$ cat src/hw/rtl/pcbq_pkg.sv
package pcbq_pkg;

    typedef logic [1:0] func_t;
    localparam func_t FN_ENQ    = 2'd0;
    localparam func_t FN_DEL    = 2'd1;
    localparam func_t FN_LOOKUP = 2'd2;

    typedef logic [1:0] status_t;
    localparam status_t ST_OK    = 2'd0;
    localparam status_t ST_FULL  = 2'd1;
    localparam status_t ST_MISS  = 2'd2;
    localparam status_t ST_RANGE = 2'd3;

    localparam logic [2:0] STATE_INVALID = 3'd5;

    typedef struct packed {
        logic [31:0] id;
        logic [2:0]  state_code;
        logic [31:0] timestamp;
    } rec_t;

    localparam rec_t REC_ZERO = '{id: 32'd0, state_code: 3'd0, timestamp: 32'd0};

    typedef enum logic [4:0] {
        S_IDLE   = 5'b00001,
        S_DCAP   = 5'b00010,
        S_DSHIFT = 5'b00100,
        S_LOOK   = 5'b01000,
        S_FIN    = 5'b10000
    } seq_t;

endpackage

$ cat src/hw/rtl/process_control_block_queue_core.sv
// Ordered queue of up to DEPTH process records (id, state code, timestamp),
// kept in one single-port-write, registered-read RAM and served by a small
// sequencer that walks the RAM one entry per cycle. Enqueue appends at the
// tail and hands out the next id from a wrapping 32-bit counter. Delete at
// a position reads the record, then moves every later record down one
// slot. Lookup compares stored ids against the key one per cycle from the
// head. Each step needs one registered read from the RAM. s_ready is high
// only while the sequencer is idle; a finished result sits in the output
// register, so a new beat is taken while the previous result still waits.
// Every beat gives exactly one result beat carrying a status and the
// occupancy after the operation.
module process_control_block_queue_core #(
    parameter int DEPTH = 16
) (
    input  logic        aclk,
    input  logic        aresetn,
    input  logic        s_valid,
    output logic        s_ready,
    input  logic [1:0]  s_func,
    input  logic [2:0]  s_state_code,
    input  logic [31:0] s_timestamp,
    input  logic [7:0]  s_position,
    input  logic [31:0] s_lookup_id,
    output logic        m_valid,
    input  logic        m_ready,
    output logic [1:0]  m_status,
    output logic [31:0] m_record_id,
    output logic [2:0]  m_record_state,
    output logic [31:0] m_record_time,
    output logic [8:0]  m_occupancy
);

    localparam int AW = (DEPTH > 1) ? $clog2(DEPTH) : 1;
    localparam int CW = $clog2(DEPTH + 1);

    // Sequencer and queue bookkeeping
    pcbq_pkg::seq_t    state_reg, state_next;
    logic [CW-1:0]     count_reg, count_next;
    logic [31:0]       next_id_reg, next_id_next;
    logic [AW-1:0]     idx_reg, idx_next;
    logic [31:0]       key_reg, key_next;

    // Result held until the output register frees up
    pcbq_pkg::status_t res_status_reg, res_status_next;
    pcbq_pkg::rec_t    res_rec_reg, res_rec_next;

    // Output register
    logic              m_valid_reg;
    pcbq_pkg::status_t m_status_reg;
    pcbq_pkg::rec_t    m_rec_reg;
    logic [CW-1:0]     m_occ_reg;

    // RAM port
    logic              ram_we;
    logic [AW-1:0]     ram_waddr;
    pcbq_pkg::rec_t    ram_wdata;
    logic              ram_re;
    logic [AW-1:0]     ram_raddr;
    pcbq_pkg::rec_t    ram_rdata;

    logic [9:0]        idx_p1;
    logic [9:0]        idx_p2;
    logic [9:0]        count_w;
    logic [2:0]        code_sat;
    logic              accept;
    logic              load_out;

    pcbq_ram #(
        .WIDTH ($bits(pcbq_pkg::rec_t)),
        .DEPTH (DEPTH)
    ) u_ram (
        .aclk  (aclk),
        .we    (ram_we),
        .waddr (ram_waddr),
        .wdata (ram_wdata),
        .re    (ram_re),
        .raddr (ram_raddr),
        .rdata (ram_rdata)
    );

    assign s_ready  = (state_reg == pcbq_pkg::S_IDLE);
    assign accept   = s_valid && s_ready;
    assign load_out = (state_reg == pcbq_pkg::S_FIN) && (!m_valid_reg || m_ready);

    assign idx_p1   = 10'(idx_reg) + 10'd1;
    assign idx_p2   = 10'(idx_reg) + 10'd2;
    assign count_w  = 10'(count_reg);
    // Clamp codes past the last defined state to "invalid"
    assign code_sat = (s_state_code > pcbq_pkg::STATE_INVALID) ?
                      pcbq_pkg::STATE_INVALID : s_state_code;

    always_comb begin
        state_next      = state_reg;
        count_next      = count_reg;
        next_id_next    = next_id_reg;
        idx_next        = idx_reg;
        key_next        = key_reg;
        res_status_next = res_status_reg;
        res_rec_next    = res_rec_reg;

        ram_we          = 1'b0;
        ram_waddr       = AW'(count_reg);
        ram_wdata       = '{id: next_id_reg, state_code: code_sat, timestamp: s_timestamp};
        ram_re          = 1'b0;
        ram_raddr       = AW'(idx_p1);

        case (state_reg)
            pcbq_pkg::S_IDLE: begin
                if (accept) begin
                    key_next = s_lookup_id;
                    idx_next = AW'(s_position);
                    case (s_func)
                        pcbq_pkg::FN_ENQ: begin
                            if (count_w == 10'(DEPTH)) begin
                                res_status_next = pcbq_pkg::ST_FULL;
                                res_rec_next    = pcbq_pkg::REC_ZERO;
                            end else begin
                                // Append at the tail and consume one id
                                ram_we          = 1'b1;
                                res_status_next = pcbq_pkg::ST_OK;
                                res_rec_next    = ram_wdata;
                                count_next      = count_reg + CW'(1);
                                next_id_next    = next_id_reg + 32'd1;
                            end
                            state_next = pcbq_pkg::S_FIN;
                        end
                        pcbq_pkg::FN_DEL: begin
                            if (count_reg == '0) begin
                                res_status_next = pcbq_pkg::ST_MISS;
                                res_rec_next    = pcbq_pkg::REC_ZERO;
                                state_next      = pcbq_pkg::S_FIN;
                            end else if (10'(s_position) >= count_w) begin
                                res_status_next = pcbq_pkg::ST_RANGE;
                                res_rec_next    = pcbq_pkg::REC_ZERO;
                                state_next      = pcbq_pkg::S_FIN;
                            end else begin
                                ram_re     = 1'b1;
                                ram_raddr  = AW'(s_position);
                                state_next = pcbq_pkg::S_DCAP;
                            end
                        end
                        pcbq_pkg::FN_LOOKUP: begin
                            if (count_reg == '0) begin
                                res_status_next = pcbq_pkg::ST_MISS;
                                res_rec_next    = pcbq_pkg::REC_ZERO;
                                state_next      = pcbq_pkg::S_FIN;
                            end else begin
                                ram_re     = 1'b1;
                                ram_raddr  = '0;
                                idx_next   = '0;
                                state_next = pcbq_pkg::S_LOOK;
                            end
                        end
                        default: begin
                            res_status_next = pcbq_pkg::ST_OK;
                            res_rec_next    = pcbq_pkg::REC_ZERO;
                            state_next      = pcbq_pkg::S_FIN;
                        end
                    endcase
                end
            end
            pcbq_pkg::S_DCAP: begin
                // Capture the removed record, start pulling the tail down
                res_status_next = pcbq_pkg::ST_OK;
                res_rec_next    = ram_rdata;
                if (idx_p1 < count_w) begin
                    ram_re     = 1'b1;
                    ram_raddr  = AW'(idx_p1);
                    state_next = pcbq_pkg::S_DSHIFT;
                end else begin
                    count_next = count_reg - CW'(1);
                    state_next = pcbq_pkg::S_FIN;
                end
            end
            pcbq_pkg::S_DSHIFT: begin
                // rdata holds entry idx+1: move it into idx
                ram_we    = 1'b1;
                ram_waddr = idx_reg;
                ram_wdata = ram_rdata;
                idx_next  = AW'(idx_p1);
                if (idx_p2 < count_w) begin
                    ram_re    = 1'b1;
                    ram_raddr = AW'(idx_p2);
                end else begin
                    count_next = count_reg - CW'(1);
                    state_next = pcbq_pkg::S_FIN;
                end
            end
            pcbq_pkg::S_LOOK: begin
                if (ram_rdata.id == key_reg) begin
                    res_status_next = pcbq_pkg::ST_OK;
                    res_rec_next    = ram_rdata;
                    state_next      = pcbq_pkg::S_FIN;
                end else if (idx_p1 < count_w) begin
                    ram_re    = 1'b1;
                    ram_raddr = AW'(idx_p1);
                    idx_next  = AW'(idx_p1);
                end else begin
                    res_status_next = pcbq_pkg::ST_MISS;
                    res_rec_next    = pcbq_pkg::REC_ZERO;
                    state_next      = pcbq_pkg::S_FIN;
                end
            end
            pcbq_pkg::S_FIN: begin
                // Hold until the output register can take the result
                if (load_out) begin
                    state_next = pcbq_pkg::S_IDLE;
                end
            end
            default: begin
                state_next = pcbq_pkg::S_IDLE;
            end
        endcase
    end

    always_ff @(posedge aclk) begin
        if (!aresetn) begin
            state_reg   <= pcbq_pkg::S_IDLE;
            count_reg   <= '0;
            next_id_reg <= '0;
            m_valid_reg <= 1'b0;
        end else begin
            state_reg   <= state_next;
            count_reg   <= count_next;
            next_id_reg <= next_id_next;
            if (load_out) begin
                m_valid_reg <= 1'b1;
            end else if (m_ready) begin
                m_valid_reg <= 1'b0;
            end
        end
    end

    // Payload registers
    always_ff @(posedge aclk) begin
        idx_reg        <= idx_next;
        key_reg        <= key_next;
        res_status_reg <= res_status_next;
        res_rec_reg    <= res_rec_next;
        if (load_out) begin
            m_status_reg <= res_status_reg;
            m_rec_reg    <= res_rec_reg;
            m_occ_reg    <= count_reg;
        end
    end

    assign m_valid        = m_valid_reg;
    assign m_status       = m_status_reg;
    assign m_record_id    = m_rec_reg.id;
    assign m_record_state = m_rec_reg.state_code;
    assign m_record_time  = m_rec_reg.timestamp;
    assign m_occupancy    = 9'(m_occ_reg);

endmodule

$ cat src/hw/rtl/pcbq_ram.sv
module pcbq_ram #(
    parameter int WIDTH = 8,
    parameter int DEPTH = 16,
    parameter int AW    = (DEPTH > 1) ? $clog2(DEPTH) : 1
) (
    input  logic             aclk,
    input  logic             we,
    input  logic [AW-1:0]    waddr,
    input  logic [WIDTH-1:0] wdata,
    input  logic             re,
    input  logic [AW-1:0]    raddr,
    output logic [WIDTH-1:0] rdata
);

    logic [WIDTH-1:0] mem [DEPTH];
    logic [WIDTH-1:0] rdata_reg;

    always_ff @(posedge aclk) begin
        if (we) begin
            mem[waddr] <= wdata;
        end
        if (re) begin
            rdata_reg <= mem[raddr];
        end
    end

    assign rdata = rdata_reg;

endmodule

$ cat config.mk
export PLATFORM = sky130hd
export DESIGN_NAME = process_control_block_queue_core
export DESIGN_NICKNAME = d
export VERILOG_FILES = /design/src/hw/rtl/pcbq_pkg.sv /design/src/hw/rtl/process_control_block_queue_core.sv /design/src/hw/rtl/pcbq_ram.sv
export SDC_FILE = /design/constraint.sdc
export NUM_CORES = 2
export LEC_CHECK = 0
export BUFFER_PORTS_ARGS = -buffer_cell sky130_fd_sc_hd__buf_4
export CAP_MARGIN = 20
export CORE_ASPECT_RATIO = 0.75
export CORE_MARGIN = 2
export CORE_UTILIZATION = 45
export CTS_CLUSTER_DIAMETER = 200
export DETAILED_ROUTE_END_ITERATION = 7
export GPL_ROUTABILITY_DRIVEN = 1
export SYNTH_ARGS = -nofsm -noshare
export SYNTH_HDL_FRONTEND = slang
export SYNTH_HIERARCHICAL = 1
export SYNTH_SLANG_ARGS = --single-unit
$ cat constraint.sdc
create_clock -name aclk -period 18.91 [get_ports aclk]
set_clock_uncertainty 0.2 [all_clocks]
set_input_delay 3.782 -clock aclk [delete_from_list [all_inputs] [get_ports aclk]]
set_output_delay 3.782 -clock aclk [all_outputs]
set_load 0.005 [all_outputs]
==> flow_metrics.tcl <==
set metrics [dict create \
    peakVddDrop_mv 0.0904 \
    status "completed" \
    slew_headroom 0.238 \
    grt_pass1_wl_mm 186 \
    fin_nets 2797 \
    cts_root_buf "clkbuf_16" \
    ys_seq_area_frac 0.776 \
    ant_nets 0 \
    cp_cell_sequence "buf_4, inv_1, ha_1, nand2b_1, a21o_1, a211o_1, a21oi_1, and2_1, nand3_1, o211ai_1, buf_4, buf_4, buf_4, mux4_2, a22oi_1, nand2_1" \
    final_cell_mix "edfxtp_1 (1,318), mux4_2 (268), buf_4 (216)" \
    syn_inst 2452 \
    post-route-period-util 0.466 \
    drt_iter0_drc 3037 \
    die_height_microns 299 \
    io_buffers 156 \
    drt-total-wl_mm 130 \
    io_pins 161 \
    crit_path_end_kind "flip-flop" \
    finalWeightedCongestion 0.789 \
    drc 0 \
    cp_common_cell "buf_4" \
    ctsResizeCount 0 \
    path_class "input port to flip-flop" \
    switchingPower_mw 1.70 \
    pwr-share-clk 0.375 \
    hpwl_mm 68.6 \
    routedWlPerCell_microns 29.9 \
    worst_ep_arrival_time_ns 9.04 \
    synthToLayoutAreaGrowth_pct 14.5 \
    antenna_found_initial 5 \
    clock.fmax_mhz 114 \
    track_usage 0.220 \
    worstMarginPinSlew_ns 1.13 \
    slowest_delay_ns 0.91 \
    maxCapViolCount 0 \
    vias_per_cell 5.98 \
    largest_reg_flops 1072 \
    pwr_density_cell_mw_per_mm2 118 \
    finalHoldViolCount 0 \
    cts_hold_buf 0 \
    setup_violations 0 \
    synth_area_sq_mm 0.0521 \
    synth_cell_types 58 \
    die_w_microns 397 \
    rsz0062_at_grt "no" \
    path_buf_inv 5 \
    die_area_sq_mm 0.119 \
    cts_max_level 4 \
    synth-edff-count 1318 \
    synth_flop_cell "edfxtp_1" \
    comb_power_share 0.135 \
    first_pass_iters 5 \
    grt-ovfl-total 0 \
    grt_max_degree 71 \
    hp-class "flip-flop to flip-flop" \
    p_int_mw 5.31 \
    clkLatencyLatePin_ns 0.72 \
    core_sq_mm 0.115 \
    finalMaxSlewViolations 0 \
    synth-seq-cells 1361 \
    drive_gt1_frac 0.278 \
    vias 25900 \
    fin_cells 4333 \
    min_period_ns 8.81 \
    cp.required_ns 19.14 \
    p_leak_nw 19.5 \
    rows 108 \
    swShare 0.243 \
    final_common_cell "edfxtp_1" \
    crit_path_top_delay_cell "buf_4" \
    async_flop_share 0 \
    critPathLaunchType "input port" \
    seqPwrFrac 0.490 \
    cts_buffer_depth 3 \
    cts_tree "done" \
    grt_pass1_vias 26300 \
    cts_sinks 1361 \
    synth_warnings 6 \
    path_delay_family "buffers and inverters" \
    numCtsBuffers 136 \
    start_util 0.452 \
    clkTransAtPathRegs_ns 0.06 \
    syn_avg_cell_area_sq_um 21.2 \
    post-cts-setup-buffers 0 \
    setup_tns_ns 0 \
    critical_path.max_fanout 49 \
    dp_cells 4092 \
]
[final timing paths]
path                       end            start  cells after the start  slack [ns]
max            u_ram/rdata[35]    s_position[0]                     16       10.10
min          m_record_time[23]  res_rec_reg[23]                      0        0.22
max reg2reg    u_ram/rdata[35]       idx_reg[1]                     13       12.51
min reg2reg  m_record_time[23]  res_rec_reg[23]                      0        0.22
[cells by family after synthesis]
logic type                 Yosys count  synth area share
AOI/OAI and AO/OA                  263            0.0382
and+or+nand+nor                    261            0.0247
xor gates and xnor gates            68            0.0114
adders and majority gates           24           0.00591
muxes                              340             0.131
other                                1         0.0000720
buffers and inverters              134            0.0122
DFF                               1361             0.776
[synth_stat cells (5+ instances only)]
master	n	area [sq um]
nand3b_1	5	37.5
xor2_1	27	236
mux4_2	268	6040
a21oi_1	18	90.1
buf_4	26	195
nand2_1	102	383
mux2_2	68	766
o21ai_0	16	80.1
a22o_1	65	569
ha_1	23	288
buf_2	15	75.1
and2_1	6	37.5
dfxtp_1	43	861
nor3_1	6	30.0
and3_1	10	62.6
inv_1	15	56.3
a22oi_1	135	1010
nand4_1	16	100
and4_1	5	43.8
nand3_1	30	150
nor2_1	56	210
edfxtp_1	1318	39600
buf_1	23	86.3
nor2b_1	5	31.3
clkbuf_1	53	199
xnor2_1	41	359
[layout make-up]
type	count	area, sq um
antenna	1	2.50
clock buffer	162	3610
clock inverter	76	711
fill	8936	55600
inverter	15	56.3
multi-input combinational	960	11200
sequential	1361	40400
tap	1540	1930
timing repair buffer	218	1680
[layer usage]
metal  global-route usage  up-vias  wire length [microns]
met5                    0        -                     23
met4               0.0664        4                   3170
met3               0.0493      211                  10400
met2                0.336     1103                  61100
met1                0.317    13900                  55000
li1                     -    10700                      -
[worst register-to-register path: cells and delay by family, from the launching register on]
kind                     cells  cell delay (ns)
AND/OR/NAND/NOR              2             0.46
flip-flops                   1             0.51
AO/OA/AOI/OAI                5             1.10
buffers and inverters        3             2.55
adder cells (fa/ha/maj)      2             0.67
multiplexers                 1             0.64
[power groups by stage]
stage / registers [mW] / clock network (mW) / logic, mW
floorplan: 3.49 / 0 / 0.650
global placement: 3.50 / 0 / 0.936
detailed placement: 3.50 / 0 / 0.955
CTS: 3.44 / 2.68 / 0.955
global route: 3.44 / 2.80 / 1.02
finish: 3.44 / 2.63 / 0.950
[per-stage QoR]
| step | total power [mW] | worst slack (ns) | instance area [sq um] | util | hold WS, ns |
|---|---|---|---|---|---|
| floorplan | 4.14 | 8.63 | 52100 | - | 0.200 |
| global placement | 4.44 | 9.31 | 55300 | 0.479 | 0.201 |
| detailed placement | 4.46 | 9.27 | 55300 | 0.480 | 0.205 |
| CTS | 7.07 | 10.01 | 59600 | 0.517 | 0.218 |
| global route | 7.26 | 9.59 | 59600 | 0.517 | 0.226 |
| finish | 7.02 | 10.10 | 59600 | 0.517 | 0.217 |
Power figures use the tool's default switching activity.
